==> src/rtl/sfgb_pkg.sv <==
// Shared constants, register indexes and control structures of the glyph blitter.
package sfgb_pkg;

	localparam int GLYPH_STORE_BYTES = 4096;
	localparam int STORE_AW          = $clog2(GLYPH_STORE_BYTES);
	localparam int MAX_SCALE         = 4;
	localparam int MAX_ROWS          = 64;
	localparam int MAX_RUN           = 32;
	localparam int COORD_LIMIT       = 4096;
	localparam int MAX_FONT_W        = 8;
	localparam int MAX_FONT_H        = 16;

	localparam int CFG_IDX_W  = 3;
	localparam int CFG_DATA_W = 13;

	localparam logic [CFG_IDX_W-1:0] REG_FONT_WIDTH    = 3'd0;
	localparam logic [CFG_IDX_W-1:0] REG_FONT_HEIGHT   = 3'd1;
	localparam logic [CFG_IDX_W-1:0] REG_GLYPH_COUNT   = 3'd2;
	localparam logic [CFG_IDX_W-1:0] REG_SCREEN_WIDTH  = 3'd3;
	localparam logic [CFG_IDX_W-1:0] REG_SCREEN_HEIGHT = 3'd4;

	localparam logic ACT_WRITE = 1'b0;
	localparam logic ACT_DRAW  = 1'b1;

	// Commands from the controller to the datapath.
	typedef struct packed {
		logic wr_glyph;
		logic capture;
		logic setup;
		logic fetch;
		logic load_out;
		logic advance;
	} sfgb_cmd_t;

	// Status from the datapath to the controller.
	typedef struct packed {
		logic reject;
		logic last;
	} sfgb_status_t;

endpackage

==> src/rtl/sfgb_ctrl.sv <==
// Controller state machine of the glyph blitter.
module sfgb_ctrl (
	input  logic                  clk,
	input  logic                  arst_n,
	input  logic                  in_valid,
	input  logic                  action,
	output logic                  in_stall,
	output logic                  out_valid,
	input  logic                  out_stall,
	output sfgb_pkg::sfgb_cmd_t    cmd,
	input  sfgb_pkg::sfgb_status_t status
);
	import sfgb_pkg::*;

	typedef enum logic [4:0] {
		ST_IDLE  = 5'b00001,
		ST_SETUP = 5'b00010,
		ST_FETCH = 5'b00100,
		ST_LOAD  = 5'b01000,
		ST_HOLD  = 5'b10000
	} state_t;

	state_t state_q, state_d;

	assign in_stall  = (state_q != ST_IDLE);
	assign out_valid = (state_q == ST_HOLD);

	always_comb begin
		state_d = state_q;
		cmd     = '0;
		unique case (state_q)
			ST_IDLE: begin
				if (in_valid) begin
					if (action == ACT_DRAW) begin
						cmd.capture = 1'b1;
						state_d     = ST_SETUP;
					end else begin
						cmd.wr_glyph = 1'b1;
					end
				end
			end
			ST_SETUP: begin
				cmd.setup = 1'b1;
				state_d   = status.reject ? ST_IDLE : ST_FETCH;
			end
			ST_FETCH: begin
				cmd.fetch = 1'b1;
				state_d   = ST_LOAD;
			end
			ST_LOAD: begin
				cmd.load_out = 1'b1;
				state_d      = ST_HOLD;
			end
			ST_HOLD: begin
				if (!out_stall) begin
					if (status.last) begin
						state_d = ST_IDLE;
					end else begin
						cmd.advance = 1'b1;
						state_d     = ST_FETCH;
					end
				end
			end
			default: state_d = ST_IDLE;
		endcase
	end

	always_ff @(posedge clk or negedge arst_n) begin
		if (!arst_n) begin
			state_q <= ST_IDLE;
		end else begin
			state_q <= state_d;
		end
	end

endmodule

==> config.mk <==
export PLATFORM = sky130hd
export DESIGN_NAME = sfgb_ctrl
export DESIGN_NICKNAME = d
export VERILOG_FILES = /design/src/rtl/sfgb_pkg.sv /design/src/rtl/sfgb_ctrl.sv
export SDC_FILE = /design/constraint.sdc
export NUM_CORES = 1
export LEC_CHECK = 0
export BUFFER_PORTS_ARGS = -buffer_cell sky130_fd_sc_hd__buf_2
export CORE_AREA = 4 4 41 43
export DETAILED_ROUTE_END_ITERATION = 10
export DIE_AREA = 0 0 45 47
export MAX_ROUTING_LAYER = met4
export SKIP_CTS_REPAIR_TIMING = 1
export SKIP_LAST_GASP = 1
export SLEW_MARGIN = 40
export SYNTH_ARGS = -nofsm -noshare
export SYNTH_HDL_FRONTEND = slang
export SYNTH_SLANG_ARGS = --single-unit
==> constraint.sdc <==
create_clock -name clk -period 2.92 [get_ports clk]
set_input_delay 0.146 -clock clk [delete_from_list [all_inputs] [get_ports clk]]
set_output_delay 0.146 -clock clk [all_outputs]
set_load 0.005 [all_outputs]
# Word-level counts from Yosys, hierarchy flattened
# Cells that the tools add are included.
# word_totals
regBits	5
latch_bits	0
mem_bits_rw	0
romBits	0
inputBits	7
output_inout_bits	8
elab_cells	27
memories	0
# op_classes
n_addsub	0
multipliers	0
div	0
order_cmp	0
eq_ne	9
n_shift	0
muxes	16
bitwise	0
reduce_logical	1
# op_table
operator	n
$pmux 5 s5	1
$mux 5	3
$mux 1	8
$mux 3	2
$ne 2x2->1 const B	3
$eq 5x1->1 const B	1
$eq 5x2->1 const B	1
$eq 5x3->1 const B	1
$eq 5x4->1 const B	1
$eq 5x5->1 const B	1
$ne 5x1->1 const B	1
$mux 2	2
$reduce_and 3->1	1

# Longest topological paths before layout
# Gate-level depths: netlist of run 1.
# depth
depth_word	3
mapped_depth	6
ltp_nobuf	5

# Worst setup path after synthesis of run 1
# No wires, ideal clock.
# synth_path
path_type	flip-flop to flip-flop
from	reg state_q[0]
to	reg state_q[2]
setup_time_ps	120
arrival_time_ps	1489
t_required_ps	2800
slack_ps	1311
stages_incl_launch_ff	7
n_path_buf	1
period_less_slack_ps	1609
cell_sequence	dfstp_2 buf_6 or3_1 or3b_4 clkinv_2 nand2_1 and3_2
# synth_between
elab_chain_cells	3
elab_cells_between_ends	10
cone_classes	eq/ne: 8; mux: 1; reduce/logical: 1
# synth_lines
element	line_no	rtl
from (decl)	sfgb_ctrl.sv:23	state_t state_q, state_d;
from (signal assigned)	sfgb_ctrl.sv:72	state_q <= state_d;
$eq 5x5->1 (*)	-	
net out_valid	sfgb_ctrl.sv:8	output logic out_valid,
$ne 2x2->1 (no source line)	-	
$reduce_and 3->1 (no source line)	-	
# Mark *: on every way through the listed nets, which the timed path passes. The rest lies on a longest branch.
# A chain may end at the register's enable or synchronous reset.

==> reports/metrics.cfg, run 1 <==
[clock_tree]
clock_sinks=5
numCtsBuffers=3
max-clock-path-buffers=2
root_buffer=clkbuf_4
h-tree-depth=1
cts_tree=yes
clk_pin_slew_ns=0.04
clk_latency_ns=0.24

[yosys]
ys_warn_count=0
synth_top_family_by_area=simple AND/OR/NAND/NOR gates
syn_area_um2=355
synth_mux_area_share_pct=0
synth-xor-area-share_pct=2.46
synth_top_area_cell=dfrtp_1
yosys.area_share.simple_pct=44.4
yosysUniqueCellTypes=22
synthCells=41
synth.area.top_cells=dfrtp_1, and4bb_2, dfstp_2
syn_area_per_cell_um2=8.67
synth_seq_cells=5
synth_nets=48
synth_top_area_share_pct=28.2
synth_adder_area_share_pct=0
seq_area_frac_synth_pct=35.6
synth_compound_area_share_pct=9.51

[power]
finalPower_uw=288
p_leak_nw=0.254
max-vdd-ir-drop_mv=0.270
power_density_mw_per_mm2=620

[grt]
grt_pass1_vias=338
grt_usage_pct=9.28
overflow=0
grt_pass1_wl_mm=1.30
grt_max_degree=10
antenna_found_initial=0

[setup_path]
critPathBufInv=1
worstSetupPathType=reg2out
r2r_slack_ns=1.24
crit_arrival_ns=1.75
worstPathCellList=or3_1 -> or3b_4 -> nor3_1 -> buf_2
cp_slowest_cell=dfrtp_1
cpLargestDelayFamily=simple AND/OR/NAND/NOR gates
critPathCaptureType=output pin
start_kind=flop
crit_fanout=8
critical_path_required_ns=2.77
cpPeakStageDelay_ns=0.43

[detailed_routing]
first_iter_violations=3
drc_errors=0
first_pass_iters=4
ant_nets=0
wl_um=786
routedWlPerCell_um=10.8
viasPerCell=4.58
vias=334

[timing]
fin_setup_tns_ns=0
max-slew-margin-rel_pct=81.5
rsz0062_at_grt=no
min_period_over_period_pct=65.1
tightestPinTransition_ns=0.277
fmax_mhz=526
setup_viol=0
period_minus_slack_ns=1.90
drv_slew=0
hold_viol_final=0
finClkSkew_ns=0.00483

[floorplanning]
num_io_pins=15
die_area_mm2=0.00212
num_rows=13
core_mm2=0.00130
start_util_pct=27.3
die_x_um=45
die_h_um=47

[placement]
postPlaceCellArea_um2=428
dpl.hpwl_um=620
place_congestion=0.726
port_buffers=14

[outcome]
status=completed

[finish]
drive_gt1_share_pct=41.4
reg_top3=state_q (5)
largest_reg_flops=5
final_cell_area_um2=464
regMostFlops=state_q
antennaDiodeCount=0
final_util_pct=35.7
syn_to_final_growth_pct=30.6
nets=66

[job]
drv_cap=0

[hold_path]
holdCritPathClass=in2reg

## Yosys cell counts
| master | instances |
|---|---|
| nand3b_1 | 1 |
| or3_1 | 1 |
| and4bb_2 | 3 |
| a22o_1 | 2 |
| nor3_1 | 2 |
| nand2_1 | 5 |
| dfstp_2 | 1 |
| and3_2 | 1 |
| and3_1 | 2 |
| o22ai_1 | 1 |
| dfrtp_1 | 4 |
| buf_2 | 1 |
| nor2_1 | 5 |
| nand3_1 | 1 |
| clkinv_2 | 1 |
| o21ai_0 | 2 |
| nor3b_1 | 2 |
| inv_1 | 2 |
| buf_6 | 1 |
| or3b_4 | 1 |
| xnor2_1 | 1 |
| or2b_1 | 1 |
## where the power goes
| group | internal [mW] | leakage (nW) | switching [mW] | total (mW) |
|---|---|---|---|---|
| clock | 0.0517 | 0.0150 | 0.0287 | 0.0804 |
| combinational | 0.0584 | 0.173 | 0.0457 | 0.104 |
| sequential | 0.0848 | 0.0658 | 0.0184 | 0.103 |
## per-layer routing
layer | vias up | routed length, µm | GRT usage [%] | part of all wire [%]
met5 | - | 0 | - | 0
met4 | 0 | 0 | 2.92 | 0
met3 | 0 | 84 | 6.90 | 11
met2 | 14 | 337 | 12.7 | 43
met1 | 143 | 364 | 10.4 | 46
li1 | 177 | - | - | -
## cells in the final DEF (no fill, tap or decap)
| master | instances |
|---|---|
| or3b_4 | 1 |
| o22ai_1 | 1 |
| clkbuf_4 | 3 |
| nand3b_1 | 1 |
| xnor2_1 | 1 |
| inv_1 | 2 |
| nor3b_1 | 2 |
| o21ai_0 | 2 |
| and3_2 | 1 |
| clkinv_2 | 1 |
| dlygate4sd3_1 | 1 |
| clkbuf_1 | 1 |
| dfrtp_1 | 4 |
| and3_1 | 2 |
| nand3_1 | 1 |
| nor3_1 | 2 |
| or3_1 | 1 |
| nor2_1 | 5 |
| dfstp_2 | 1 |
| and4bb_2 | 3 |
| buf_2 | 14 |
| or2b_1 | 1 |
| nand2_1 | 5 |
| a22o_1 | 2 |
## path summary, 6_finish.rpt
kind / from / to / depth (start not counted)
max: state_q[2] / cmd[0] / 4
max in group asynchronous: arst_n / state_q[0] / 2
min reg2reg: state_q[2] / state_q[3] / 1
min: in_valid / state_q[1] / 2
min in group asynchronous: arst_n / state_q[3] / 2
max reg2reg: state_q[2] / state_q[2] / 5
## cell type report
cell class / instances / area, µm²
fillers: 151 / 837
clock buffers: 4 / 26.3
inverters: 3 / 12.5
well taps: 15 / 18.8
multi-input cells: 31 / 200
flip-flops and latches: 5 / 126
repair buffers: 15 / 80.1
## per-stage QoR
stage          hold slack, ns  instances  setup WS (ns)
6_report                0.176         73           1.02
2_1_floorplan          -0.150         41           1.31
3_3_place_gp          -0.0389         68           1.24
5_1_grt                 0.179         73          0.925
3_5_place_dp          -0.0360         68           1.26
4_1_cts                -0.300         72           1.01
## cell families after synthesis
family	after synthesis
buf+inv	5
flops	5
xor+xnor	1
simple gates	25
compound gates	5
Note: power is estimated with default switching activity, not from simulation.
==> run 2: changes to the inputs <==
- clock period: 2.92 -> 1.6 ns (I/O delays scaled with it)
==> run 2 against run 1 <==
Effect of this change:
- the run now ends with negative setup slack left
- via count grew 5.7%
- global-route usage fell by 0.25 points
- sequential share of layout area shrank 2.1 points
- largest power group unchanged
==> reports/metrics.cfg, run 2 (synthesis gave the netlist of run 1 again) <==
[placement]
port_buffers=14
dpl.hpwl_um=675
postPlaceCellArea_um2=458
pre_cts_slack_ns=0.0342
dp_cells=72
place_congestion=0.712

[power]
power_switching_uw=174
cellInternalPower_uw=386
max-vdd-ir-drop_mv=0.547
p_seq_share_pct=28.9
power_density_mw_per_mm2=1110
p_leak_nw=0.277
switching_share_pct=31.1
p_comb_share_pct=46.1
p_clk_share_pct=25.1

[job]
drv_cap=0

[finish]
instances_no_fill=77
nets=70
drive_gt1_share_pct=46.8
most-common-layout-cells=buf_2, nor2_1, nand2_1
largest_reg_flops=5
reg_top3=state_q (5)
final_common_cell=buf_2
final_cell_area_um2=503
antennaDiodeCount=0
syn_to_final_growth_pct=41.5
regMostFlops=state_q

[setup_path]
critPathCaptureType=output pin
crit_fanout=3
start_kind=flop
crit_arrival_ns=1.65
worstSetupPathType=reg2out
critical_path_required_ns=1.52
reg2reg_depth=5

[detailed_routing]
wl_um=851
vias=353
first_pass_iters=4
first_iter_violations=4
routedWlPerCell_um=11.1
ant_nets=0
viasPerCell=4.58
drc_errors=0

[floorplanning]
num_io_pins=15
core_mm2=0.00130
die_x_um=45
num_rows=13
die_area_mm2=0.00212
start_util_pct=27.3
die_h_um=47

[clock_tree]
clock_sinks=5
max-clock-path-buffers=2
clk_latency_ns=0.24
h-tree-depth=1
cts_tree=yes
numCtsBuffers=3
root_buffer=clkbuf_4
clk_pin_slew_ns=0.04

[outcome]
status=complete, but fails checks
violations=negative setup slack

[grt]
grt_pass1_vias=328
overflow=0
grt_usage_pct=9.02
antenna_found_initial=0
grt_pass1_wl_mm=1.32
grt_max_degree=9

[timing]
max-slew-margin-rel_pct=73.2
rsz0062_at_grt=yes
fin_ws_ns=-0.130
min_period_over_period_pct=108
hold_viol_final=0
drv_slew=0
fin_setup_tns_ns=-0.220
period_minus_slack_ns=1.73
finClkSkew_ns=0.00572
fmax_mhz=578
setup_viol=3
tightestPinTransition_ns=0.401

[hold_path]
hold_depth=2
holdCritPathClass=in2reg

## run 2: area by class of cell
class                      instances  area, µm²
clock buffer                       4       26.3
tap                               15       18.8
multi-input combinational         31        209
sequential                         5        126
fill                             149        798
inverter                           3       12.5
timing repair buffer              19        110
## run 2: final timing paths
kind / startpoint / slack [ns] / endpoint
setup reg to reg: state_q[2] / 0.01 / state_q[2]
hold reg to reg: state_q[2] / 0.74 / state_q[3]
hold / removal: in_valid / 0.12 / state_q[1]
setup / recovery: state_q[2] / -0.13 / cmd[0]
max in group asynchronous: arst_n / 1.21 / state_q[0]
min in group asynchronous: arst_n / 0.18 / state_q[4]
## run 2: metrics by stage
step,power (mW),hold WS [ns],utilization [%]
after global placement,0.411,-0.103,35.2
final,0.560,0.119,38.7
after floorplan,0.348,-0.216,-
after CTS,0.556,-0.359,37.2
after detailed placement,0.411,-0.103,35.2
after global routing,0.606,0.134,38.7
## run 2: power groups by stage
| stage | Clock, mW | Sequential (mW) | Combinational [mW] |
|---|---|---|---|
| global placement | 0 | 0.164 | 0.247 |
| floorplan | 0 | 0.162 | 0.186 |
| global route | 0.152 | 0.165 | 0.289 |
| CTS | 0.146 | 0.162 | 0.248 |
| finish | 0.141 | 0.162 | 0.258 |
| detailed placement | 0 | 0.164 | 0.247 |
## run 2: metal layers
metal	share of wire, %	wire length (µm)	vias to the layer above	track usage [%]
li1	-	-	184	-
met1	42	356	158	10.6
met2	51	432	11	14.7
met3	7.3	62	0	1.15
met4	0	0	0	5.26
met5	0	0	-	-
## run 2: worst max-delay path, cell delays in order, from the launching register on
cell and delay (ns):
dfrtp_1 0.36, or3_1 0.38, or3b_4 0.41, nor3_2 0.12
buf_2 0.13
==> run 3: changes to the inputs <==
- clock period: 1.6 -> 1.7 ns (I/O delays scaled with it)
==> run 3 against run 2 <==
Effect of this change:
- the flow still finishes with violations (negative setup slack)
- via count increased by 7.1%
- utilization decreased by 0.48 points
- clock power decreased by 6%
- highest routed layer is now met4
- first-iteration DRC count increased by 100%
- sequential cell count unchanged
- non-clock buffer count decreased by 1
- critical path depth unchanged
- global-route usage increased by 1.1 points
- setup slack improved by 0.070 ns
- critical path type unchanged
- routed wire length increased by 10%
- largest cell class unchanged
==> reports/metrics.cfg, run 3 (synthesis gave the netlist of run 1 again) <==
[grt]
grt_max_degree=9
grt_usage_pct=10.2
antenna_found_initial=0
grt_pass1_vias=347
grt_pass1_wl_mm=1.44
overflow=0

[timing]
setup_viol=1
rsz0062_at_grt=yes
tightestPinTransition_ns=0.340
min_period_over_period_pct=104
drv_slew=0
fin_ws_ns=-0.0604
hold_viol_final=0
fmax_mhz=568
finClkSkew_ns=0.00301
period_minus_slack_ns=1.76
max-slew-margin-rel_pct=77.3
fin_setup_tns_ns=-0.0604

[floorplanning]
die_area_mm2=0.00212
num_rows=13
num_io_pins=15
die_h_um=47
die_x_um=45
core_mm2=0.00130
start_util_pct=27.3

[finish]
syn_to_final_growth_pct=39.8
final_common_cell=buf_2
regMostFlops=state_q
largest_reg_flops=5
most-common-layout-cells=buf_2, nor2_1, nand2_1
reg_top3=state_q (5)
nets=69
drive_gt1_share_pct=47.5
final_cell_area_um2=497
antennaDiodeCount=0
fill_cells=148

[power]
p_seq_share_pct=31.4
cellInternalPower_uw=363
p_leak_nw=0.271
power_switching_uw=172
finalPower_uw=535
max-vdd-ir-drop_mv=0.419
power_density_mw_per_mm2=1080
p_comb_share_pct=43.9
switching_share_pct=32.2
p_clk_share_pct=24.7

[detailed_routing]
met2_length_um=457
vias=378
viasPerCell=4.97
routedWlPerCell_um=12.3
wl_met1_um=368
dr_wl_met3_um=89
top_layer=met4
first_iter_violations=8
drc_errors=0
ant_nets=0
wl_um=937
first_pass_iters=4

[placement]
place_congestion=0.708
postPlaceCellArea_um2=443
port_buffers=14
dpl.hpwl_um=672

[setup_path]
crit_fanout=6
crit_arrival_ns=1.68
reg2reg_depth=5
critPathCaptureType=output pin
crit_path_start=state_q[0]
r2r-start=state_q[0]
start_kind=flop
worstSetupPathType=reg2out
critical_path_required_ns=1.62

[clock_tree]
numCtsBuffers=3
root_buffer=clkbuf_4
cts_tree=yes
clock_sinks=5
h-tree-depth=1
max-clock-path-buffers=2
clk_pin_slew_ns=0.04
clk_latency_ns=0.24

[outcome]
status=complete, but fails checks
violations=negative setup slack

[hold_path]
min_from=in_valid
hold_depth=2
holdCritPathClass=in2reg

[job]
drv_cap=0

## run 3: worst max-delay path: stages, from the launching register on
cell and delay, ns:
dfstp_2 0.39, or3_4 0.37, or3b_4 0.41, nor3_2 0.14, buf_2 0.14
## run 3: power groups by stage
stage	clock network, mW	registers [mW]	logic, mW
3_3_place_gp	0	0.170	0.202
2_1_floorplan	0	0.153	0.175
3_5_place_dp	0	0.175	0.200
5_1_grt	0.152	0.170	0.261
6_report	0.132	0.168	0.235
4_1_cts	0.138	0.172	0.202
## run 3: final cells by class
class / count / area, µm² / share of cell area (%)
Tap cell: 15 / 18.8 / 3.78
Sequential cell: 5 / 126 / 25.4
Inverter: 3 / 12.5 / 2.52
Multi-Input combinational cell: 31 / 210 / 42.3
Clock buffer: 4 / 26.3 / 5.29
Timing Repair Buffer: 18 / 103 / 20.7
## run 3: worst paths after layout
| path | to | slack (ns) |
|---|---|---|
| setup / recovery | cmd[0] | -0.06 |
| hold / removal | state_q[1] | 0.12 |
| min in group asynchronous | state_q[3] | 0.19 |
| max in group asynchronous | state_q[0] | 1.29 |
| hold reg to reg | state_q[3] | 0.70 |
| setup reg to reg | state_q[0] | 0.11 |
## run 3: layer usage
metal	GRT usage, %	up-vias
met5	-	-
met4	7.02	0
met3	3.83	2
met2	14.4	19
met1	11.8	172
li1	-	185
## run 3: stage by stage
stage	hold WS, ns	worst slack (ns)	utilization, %	instances
global placement	-0.0989	0.150	34.0	70
finish	0.124	-0.0604	38.2	76
CTS	-0.352	-0.0627	36.1	74
detailed placement	-0.0966	0.109	34.0	70
floorplan	-0.211	0.0905	-	41
global route	0.123	-0.118	38.2	76
